<file path="config.mk">
export PLATFORM = sky130hd
export DESIGN_NAME = common_divisor_counter_top
export DESIGN_NICKNAME = d
export VERILOG_FILES = /design/src/rtl/cdc_pkg.sv /design/src/rtl/cdc_divider.sv /design/src/rtl/common_divisor_counter_top.sv
export SDC_FILE = /design/constraint.sdc
export NUM_CORES = 1
export LEC_CHECK = 0
export ABC_AREA = 1
export BUFFER_PORTS_ARGS = -buffer_cell sky130_fd_sc_hd__buf_4
export CORE_MARGIN = 2
export CORE_UTILIZATION = 42
export CTS_CLUSTER_SIZE = 24
export DETAILED_ROUTE_END_ITERATION = 10
export MAX_ROUTING_LAYER = met4
export RECOVER_POWER = 25
export SETUP_SLACK_MARGIN = 0.05
export SLEW_MARGIN = 5
export SYNTH_ARGS = -nofsm -noshare
export SYNTH_HDL_FRONTEND = slang
export SYNTH_HIERARCHICAL = 1
export SYNTH_SLANG_ARGS = --single-unit
export TNS_END_PERCENT = 100
</file>
<file path="constraint.sdc">
create_clock -name i_clk -period 6.5 [get_ports i_clk]
set_clock_uncertainty 0.15 [all_clocks]
set_input_delay 0.65 -clock i_clk [delete_from_list [all_inputs] [get_ports i_clk]]
set_output_delay 0.65 -clock i_clk [all_outputs]
set_load 0.01 [all_outputs]
</file>
<file path="src/rtl/cdc_pkg.sv">
// ---------------------------------------------------------------------------
// cdc_pkg: shared constants and types for the common divisor counter
// Holds the operand width default, result widths and the sequencer states.
// ---------------------------------------------------------------------------
package cdc_pkg;

    localparam int unsigned VALUE_WIDTH_DEF = 32;
    localparam int unsigned COUNT_W         = 12;
    localparam int unsigned TOTAL_W         = 13;   // holds up to COUNT_MAX + 1
    localparam int unsigned COUNT_MAX       = 4095;
    localparam int unsigned FIRST_ODD       = 3;

    typedef enum logic [2:0] {
        ST_IDLE,
        ST_GCD_CHK,
        ST_GCD_WAIT,
        ST_TWO,
        ST_ODD_START,
        ST_ODD_WAIT,
        ST_ODD_MUL,
        ST_FINAL
    } t_cdc_state;

endpackage

</file>
<file path="src/rtl/cdc_divider.sv">
// ---------------------------------------------------------------------------
// cdc_divider: shared restoring divider
// One quotient bit per cycle; quotient and remainder valid with o_done.
// ---------------------------------------------------------------------------
module cdc_divider import cdc_pkg::*; #(
    parameter int unsigned VALUE_WIDTH = VALUE_WIDTH_DEF
) (
    input  logic                   i_clk,
    input  logic                   i_rst_n,
    input  logic                   i_start,
    input  logic [VALUE_WIDTH-1:0] i_dividend,
    input  logic [VALUE_WIDTH-1:0] i_divisor,
    output logic                   o_done,
    output logic [VALUE_WIDTH-1:0] o_quotient,
    output logic [VALUE_WIDTH-1:0] o_remainder
);

    localparam int unsigned CNT_W = $clog2(VALUE_WIDTH + 1);

    logic                   r_busy;
    logic                   r_done;
    logic [CNT_W-1:0]       r_cnt;
    logic [VALUE_WIDTH-1:0] r_rem;
    logic [VALUE_WIDTH-1:0] r_quo;
    logic [VALUE_WIDTH-1:0] r_den;

    logic [VALUE_WIDTH:0]   w_shift;
    logic [VALUE_WIDTH:0]   w_diff;
    logic                   w_ge;

    // trial subtract of the divisor from the shifted partial remainder
    assign w_shift = {r_rem, r_quo[VALUE_WIDTH-1]};
    assign w_diff  = w_shift - {1'b0, r_den};
    assign w_ge    = ~w_diff[VALUE_WIDTH];

    always_ff @(posedge i_clk) begin
        if (!i_rst_n) begin
            r_busy <= 1'b0;
            r_done <= 1'b0;
            r_cnt  <= '0;
        end else begin
            r_done <= 1'b0;
            if (i_start) begin
                r_busy <= 1'b1;
                r_cnt  <= CNT_W'(VALUE_WIDTH);
            end else if (r_busy) begin
                r_cnt <= r_cnt - 1'b1;
                if (r_cnt == CNT_W'(1)) begin
                    r_busy <= 1'b0;
                    r_done <= 1'b1;
                end
            end
        end
    end

    always_ff @(posedge i_clk) begin
        if (i_start) begin
            r_rem <= '0;
            r_quo <= i_dividend;
            r_den <= i_divisor;
        end else if (r_busy) begin
            r_rem <= w_ge ? w_diff[VALUE_WIDTH-1:0] : w_shift[VALUE_WIDTH-1:0];
            r_quo <= {r_quo[VALUE_WIDTH-2:0], w_ge};
        end
    end

    assign o_done      = r_done;
    assign o_quotient  = r_quo;
    assign o_remainder = r_rem;

endmodule

</file>
<file path="src/rtl/common_divisor_counter_top.sv">
// ---------------------------------------------------------------------------
// common_divisor_counter_top: count of divisors shared by two operands
// Forms gcd(first, second) by Euclid, then counts its divisors by trial
// division, all on one shared restoring divider under a small sequencer.
// ---------------------------------------------------------------------------
// Usage:
//   Command channel: drive i_first_value / i_second_value and raise start;
//   the operands transfer at the rising edge where start is high and busy
//   is low. busy stays high until the result has been presented.
//   Result channel: o_done is high for exactly one cycle with
//   o_divisor_count and o_operand_error; the receiver cannot stall it, so
//   sample the result in that cycle.
//   A zero operand is flagged at once: o_done rises in the cycle after the
//   transfer, with o_operand_error set and a count of zero.
//   Otherwise all divisions run on the shared divider. Euclid needs at
//   most about 1.5 * VALUE_WIDTH divisions, factors of two are stripped
//   one at a time by shifting, and trial division takes one division per
//   odd candidate up to the square root of the remaining value plus one
//   per prime factor found, with a pass through ST_ODD_MUL per candidate
//   for the exponent product. For 32-bit operands the worst case is
//   roughly 32768 candidates.
//   One item is in flight at a time; the divider loop sets the rate.
//   Reset (synchronous, active low) returns the sequencer to idle and drops
//   any item in progress; no result is produced for it.
// ---------------------------------------------------------------------------
module common_divisor_counter_top import cdc_pkg::*; #(
    parameter int unsigned VALUE_WIDTH = VALUE_WIDTH_DEF
) (
    input  logic                   i_clk,
    input  logic                   i_rst_n,
    input  logic                   start,
    output logic                   busy,
    input  logic [VALUE_WIDTH-1:0] i_first_value,
    input  logic [VALUE_WIDTH-1:0] i_second_value,
    output logic                   o_done,
    output logic [COUNT_W-1:0]     o_divisor_count,
    output logic                   o_operand_error
);

    localparam int unsigned E_W    = $clog2(VALUE_WIDTH + 1);
    localparam int unsigned PROD_W = TOTAL_W + E_W;

    // sequencer state and working registers
    t_cdc_state             r_state, n_state;
    logic [VALUE_WIDTH-1:0] r_x, n_x;          // Euclid dividend
    logic [VALUE_WIDTH-1:0] r_y, n_y;          // Euclid divisor
    logic [VALUE_WIDTH-1:0] r_g, n_g;          // remaining value being factored
    logic [VALUE_WIDTH-1:0] r_d, n_d;          // current odd candidate
    logic [E_W-1:0]         r_e, n_e;          // exponent of current prime
    logic                   r_first, n_first;  // first division for this candidate
    logic [TOTAL_W-1:0]     r_total, n_total;  // running product, saturates at max + 1
    logic [COUNT_W-1:0]     r_count, n_count;
    logic                   r_err, n_err;
    logic                   r_done, n_done;

    // shared divider hookup
    logic                   w_div_start;
    logic [VALUE_WIDTH-1:0] w_div_dividend;
    logic [VALUE_WIDTH-1:0] w_div_divisor;
    logic                   w_div_done;
    logic [VALUE_WIDTH-1:0] w_div_quo;
    logic [VALUE_WIDTH-1:0] w_div_rem;

    logic [PROD_W-1:0]      w_prod;
    logic [TOTAL_W:0]       w_final;

    cdc_divider #(
        .VALUE_WIDTH (VALUE_WIDTH)
    ) u_div (
        .i_clk       (i_clk),
        .i_rst_n     (i_rst_n),
        .i_start     (w_div_start),
        .i_dividend  (w_div_dividend),
        .i_divisor   (w_div_divisor),
        .o_done      (w_div_done),
        .o_quotient  (w_div_quo),
        .o_remainder (w_div_rem)
    );

    // Euclid divides x by y; trial division divides g by d
    assign w_div_dividend = (r_state == ST_GCD_CHK) ? r_x : r_g;
    assign w_div_divisor  = (r_state == ST_GCD_CHK) ? r_y : r_d;

    // exponent product for the candidate just finished
    assign w_prod  = PROD_W'(r_total) * PROD_W'(r_e + 1'b1);

    // a leftover above one is a prime of its own: double the product
    assign w_final = (r_g > VALUE_WIDTH'(1)) ? {r_total, 1'b0} : {1'b0, r_total};

    always_ff @(posedge i_clk) begin
        if (!i_rst_n) begin
            r_state <= ST_IDLE;
            r_done  <= 1'b0;
        end else begin
            r_state <= n_state;
            r_done  <= n_done;
        end
    end

    always_ff @(posedge i_clk) begin
        r_x     <= n_x;
        r_y     <= n_y;
        r_g     <= n_g;
        r_d     <= n_d;
        r_e     <= n_e;
        r_first <= n_first;
        r_total <= n_total;
        r_count <= n_count;
        r_err   <= n_err;
    end

    always_comb begin
        n_state     = r_state;
        n_x         = r_x;
        n_y         = r_y;
        n_g         = r_g;
        n_d         = r_d;
        n_e         = r_e;
        n_first     = r_first;
        n_total     = r_total;
        n_count     = r_count;
        n_err       = r_err;
        n_done      = 1'b0;
        w_div_start = 1'b0;

        case (r_state)
            ST_IDLE: begin
                if (start && !r_done) begin
                    if ((i_first_value == '0) || (i_second_value == '0)) begin
                        // zero operand: flag and report straight away
                        n_count = '0;
                        n_err   = 1'b1;
                        n_done  = 1'b1;
                    end else begin
                        n_x     = i_first_value;
                        n_y     = i_second_value;
                        n_state = ST_GCD_CHK;
                    end
                end
            end
            ST_GCD_CHK: begin
                if (r_y == '0) begin
                    // gcd found in x: start stripping factors of two
                    n_g     = r_x;
                    n_e     = '0;
                    n_state = ST_TWO;
                end else begin
                    w_div_start = 1'b1;
                    n_state     = ST_GCD_WAIT;
                end
            end
            ST_GCD_WAIT: begin
                if (w_div_done) begin
                    n_x     = r_y;
                    n_y     = w_div_rem;
                    n_state = ST_GCD_CHK;
                end
            end
            ST_TWO: begin
                if (!r_g[0]) begin
                    n_g = {1'b0, r_g[VALUE_WIDTH-1:1]};
                    n_e = r_e + 1'b1;
                end else begin
                    n_total = TOTAL_W'(r_e) + TOTAL_W'(1);
                    n_e     = '0;
                    n_d     = VALUE_WIDTH'(FIRST_ODD);
                    n_first = 1'b1;
                    n_state = ST_ODD_START;
                end
            end
            ST_ODD_START: begin
                w_div_start = 1'b1;
                n_state     = ST_ODD_WAIT;
            end
            ST_ODD_WAIT: begin
                if (w_div_done) begin
                    if (r_first && (r_d > w_div_quo)) begin
                        // candidate above the square root: stop searching
                        n_state = ST_FINAL;
                    end else if (w_div_rem == '0) begin
                        n_e     = r_e + 1'b1;
                        n_g     = w_div_quo;
                        n_first = 1'b0;
                        n_state = ST_ODD_START;
                    end else begin
                        n_state = ST_ODD_MUL;
                    end
                end
            end
            ST_ODD_MUL: begin
                if (w_prod > PROD_W'(COUNT_MAX)) begin
                    n_total = TOTAL_W'(COUNT_MAX + 1);
                end else begin
                    n_total = w_prod[TOTAL_W-1:0];
                end
                n_d     = r_d + VALUE_WIDTH'(2);
                n_e     = '0;
                n_first = 1'b1;
                n_state = ST_ODD_START;
            end
            ST_FINAL: begin
                if (w_final > (TOTAL_W + 1)'(COUNT_MAX)) begin
                    n_count = COUNT_W'(COUNT_MAX);
                end else begin
                    n_count = w_final[COUNT_W-1:0];
                end
                n_err   = 1'b0;
                n_done  = 1'b1;
                n_state = ST_IDLE;
            end
            default: begin
                n_state = ST_IDLE;
            end
        endcase
    end

    // busy covers the work and the cycle in which the result is shown
    assign busy            = (r_state != ST_IDLE) || r_done;
    assign o_done          = r_done;
    assign o_divisor_count = r_count;
    assign o_operand_error = r_err;

endmodule

</file>
==> qor.txt <==
Vias: 17,600
RSZ-0062 raised after global routing: no
Period utilization: 87.8%
WL per Instance: 18.2 um
Worst hold slack: 0.197 ns
Num CTS Buffers: 31
Failing checks: max-capacitance violations, max-slew violations
Clk buf depth: 3
Ports: 82
Final Wtd Congestion: 0.960
Critical Path Fanout Max: 9
Worst-Skew Late Latency: 0.60 ns
FP Rows: 79
Flops & latches, synth: 268
CTS tree: built
Crit. Startpoint: r_e[2]$_SDFFCE_PP0P_
Hold-fix buffers, CTS: 0
Initial antenna violation count: 1
Total wire length: 62,200 um
R2R Path Start: r_e[2]$_SDFFCE_PP0P_
Metal2 WL: 28,400 um
Fraction of layout cells with a size suffix above 1: 6.08%
Post-synth ARST share: 0%
Library cells used by synthesis: 48
Area Overhead vs Synth: 11.0%
Required @ worst endpoint: 6.79 ns
Post-DP Area: 21,100 um2
ANT cells: 0
Die area: 49,000 um2
Footprint of the multi-input gates: 9960 um2
Initial Util: 42.6%
Root Driver: clkbuf_16
Least-Margin Pin Slew: 3.92 ns
Die Height: 221 um
Post-layout net count: 3,014
Routed Antenna Nets: 0
Post-synth EDFFs: 224
Clock transition at path regs: 0.06 ns
Fin. max-slew vios: 230
Ys flop type: edfxtp_1
H-tree Lvls: 1
Final hold viol count: 0
Largest net degree at the start of global routing: 103
Worst Hold Depth: 3
IO Port Bufs: 81
Clock sink count: 268
Core Footprint: 46,600 um2
Synth Area per Inst: 7.29 um2
DR top layer: met4
DRC: 0
Gate Count Post-Synth: 2,723
Startpoint types: flop
R2R setup slack: 0.80 ns
GRT overflow: 0
Min Tclk post-route: 5.70 ns
Met3 wire length: 4260 um
Dpl hpwl: 48,800 um
Syn Nets: 2,947
Headroom to the max-slew limit: -161%
M1 wire length: 27,300 um
Pwr per Cell Area: 394 nW/um2
DRT Pass-1 Iters: 5
Fin area: 22,000 um2
Min-Delay Startpoint: i_rst_n
Critical path arrival: 5.99 ns
Cell count after placement: 3,363
Filler cells: 4,673
Critical Path End Type: flop
R2r worst-path depth: 23
Die W: 221 um
Max Clk Rate: 0.175 GHz
Via/cell ratio: 5.14
Register area: 7610 um2
Peak supply drop: 0.244 mV
Sequential area share after synthesis: 38.3%
Setup TNS: 0 ns
Final std cells w/o fill: 3,420
First-pass GRT wire length: 96,800 um
HP Class: in2reg
Status: finished with violations
Leakage: 0.0108 uW
Yosys warnings: 6
Vias in the first global route: 17,100
Total Routing Usage GR: 25.9%
Synthesized area: 19,800 um2
Crit Path Category: reg2reg
Iteration-0 DRC Markers: 1,495
Max Cap Viol: 4
Finish-stage setup viols: 0
==> layout make-up <==
class	instances	area share, %
Inverter	533	9.08
Clock buffer	37	3.81
Multi-Input combinational cell	1856	45.2
Sequential cell	268	34.5
Timing Repair Buffer	100	3.09
Clock inverter	19	0.795
Tap cell	607	3.45
==> final timing paths <==
path / endpoint
hold reg to reg: u_div/o_remainder[8]$_SDFFE_PP0P_
setup / recovery: r_total[8]$_SDFFCE_PN0P_
hold / removal: r_state[2]$_SDFFE_PN0P_
setup reg to reg: r_total[8]$_SDFFCE_PN0P_
==> worst max-delay path, stage by stage (launching register included) <==
cell	delay, ns
edfxtp_1	0.38
nand3_1	0.11
nor2_1	0.14
inv_1	0.07
o21bai_1	0.12
nand2_1	0.23
inv_1	0.29
nand2_1	0.13
fa_1	0.51
fa_1	0.52
fa_1	0.54
inv_1	0.05
fa_1	0.48
ha_1	0.44
nand2_1	0.16
nor2_2	0.15
nand4_1	0.14
nand3_1	0.10
nand2_1	0.05
nand2_1	0.08
nand2_1	0.07
nor2_2	0.35
nand3_4	0.13
nor2_1	0.16
==> synth_stat cells, types with 38 or more instances <==
cell type	n	area, um2
o21ai_0	135	676
nand4_1	42	263
nand3_1	97	485
a21oi_1	69	345
fa_1	54	1080
ha_1	103	1290
inv_1	528	1980
edfxtp_1	224	6730
dfxtp_1	44	881
nand2_1	953	3580
clkbuf_1	38	143
nor2_1	217	815
==> per-stage QoR <==
step           power, uW  setup slack (ns)  util (%)
2_1_floorplan       5590              1.25         -
3_3_place_gp        6880             0.695      45.4
3_5_place_dp        6910             0.505      45.4
4_1_cts             8700             0.469      47.5
5_1_grt             9350             0.294      47.3
6_report            8680             0.796      47.3
==> cells in the final DEF (no fill, tap or decap), drive strengths merged <==
master	count
nand2	961
inv	532
nor2	226
edfxtp	224
o21ai	137
ha	103
nand3	101
buf	78
a21oi	69
clkbuf	59
fa	54
dfxtp	44
nand4	43
nor3	40
o221ai	24
xnor2	22
nor4	16
clkinv	15
mux2	8
and2	8
o211ai	6
nor3b	6
xor2	5
nand3b	4
and3	4
or2	4
o21bai	3
bufinv	3
o2111ai	2
a21o	2
o21a	2
a211oi	2
a31oi	2
clkinvlp	2
o211a	1
o31ai	1
==> state kept, by name, indices dropped and copies added, names as in the netlist, 13 cells and up <==
name and cells:
u_div/r_den 32, r_x 32, u_div/o_remainder 32, r_d 31, r_total 13, r_g 32, u_div/o_quotient 32, r_y 32
==> layer usage <==
metal | vias to the layer above | GRT usage (%)
met5 | - | -
met1 | 8128 | 34.6
li1 | 8709 | -
met4 | 0 | 8.38
met3 | 131 | 3.36
met2 | 600 | 40.9
==> power by group <==
part / switching (uW) / total [uW] / internal [uW] / leakage (uW)
clock network: 744 / 1770 / 1030 / 0.000497
registers: 319 / 2890 / 2570 / 0.00252
logic: 2740 / 4020 / 1270 / 0.00778
total: 3810 / 8680 / 4870 / 0.0108
==> repair_timing <==
item,in CTS,in global routing
hold endpoints to repair,0,0
endpoints found under the setup margin,0,4
resized for setup,0,0
setup buffers,0,1
==> kinds of logic after synthesis <==
| group | Yosys count | synth area share [%] |
|---|---|---|
| muxes | 8 | 0.454 |
| AOI/OAI and AO/OA | 251 | 7.06 |
| xor gates and xnor gates | 27 | 1.19 |
| adders and majority gates | 157 | 11.9 |
| and+or+nand+nor | 1413 | 29.5 |
| DFF | 268 | 38.3 |
| buffers and inverters | 599 | 11.6 |
Power figures use the tool's default switching activity.
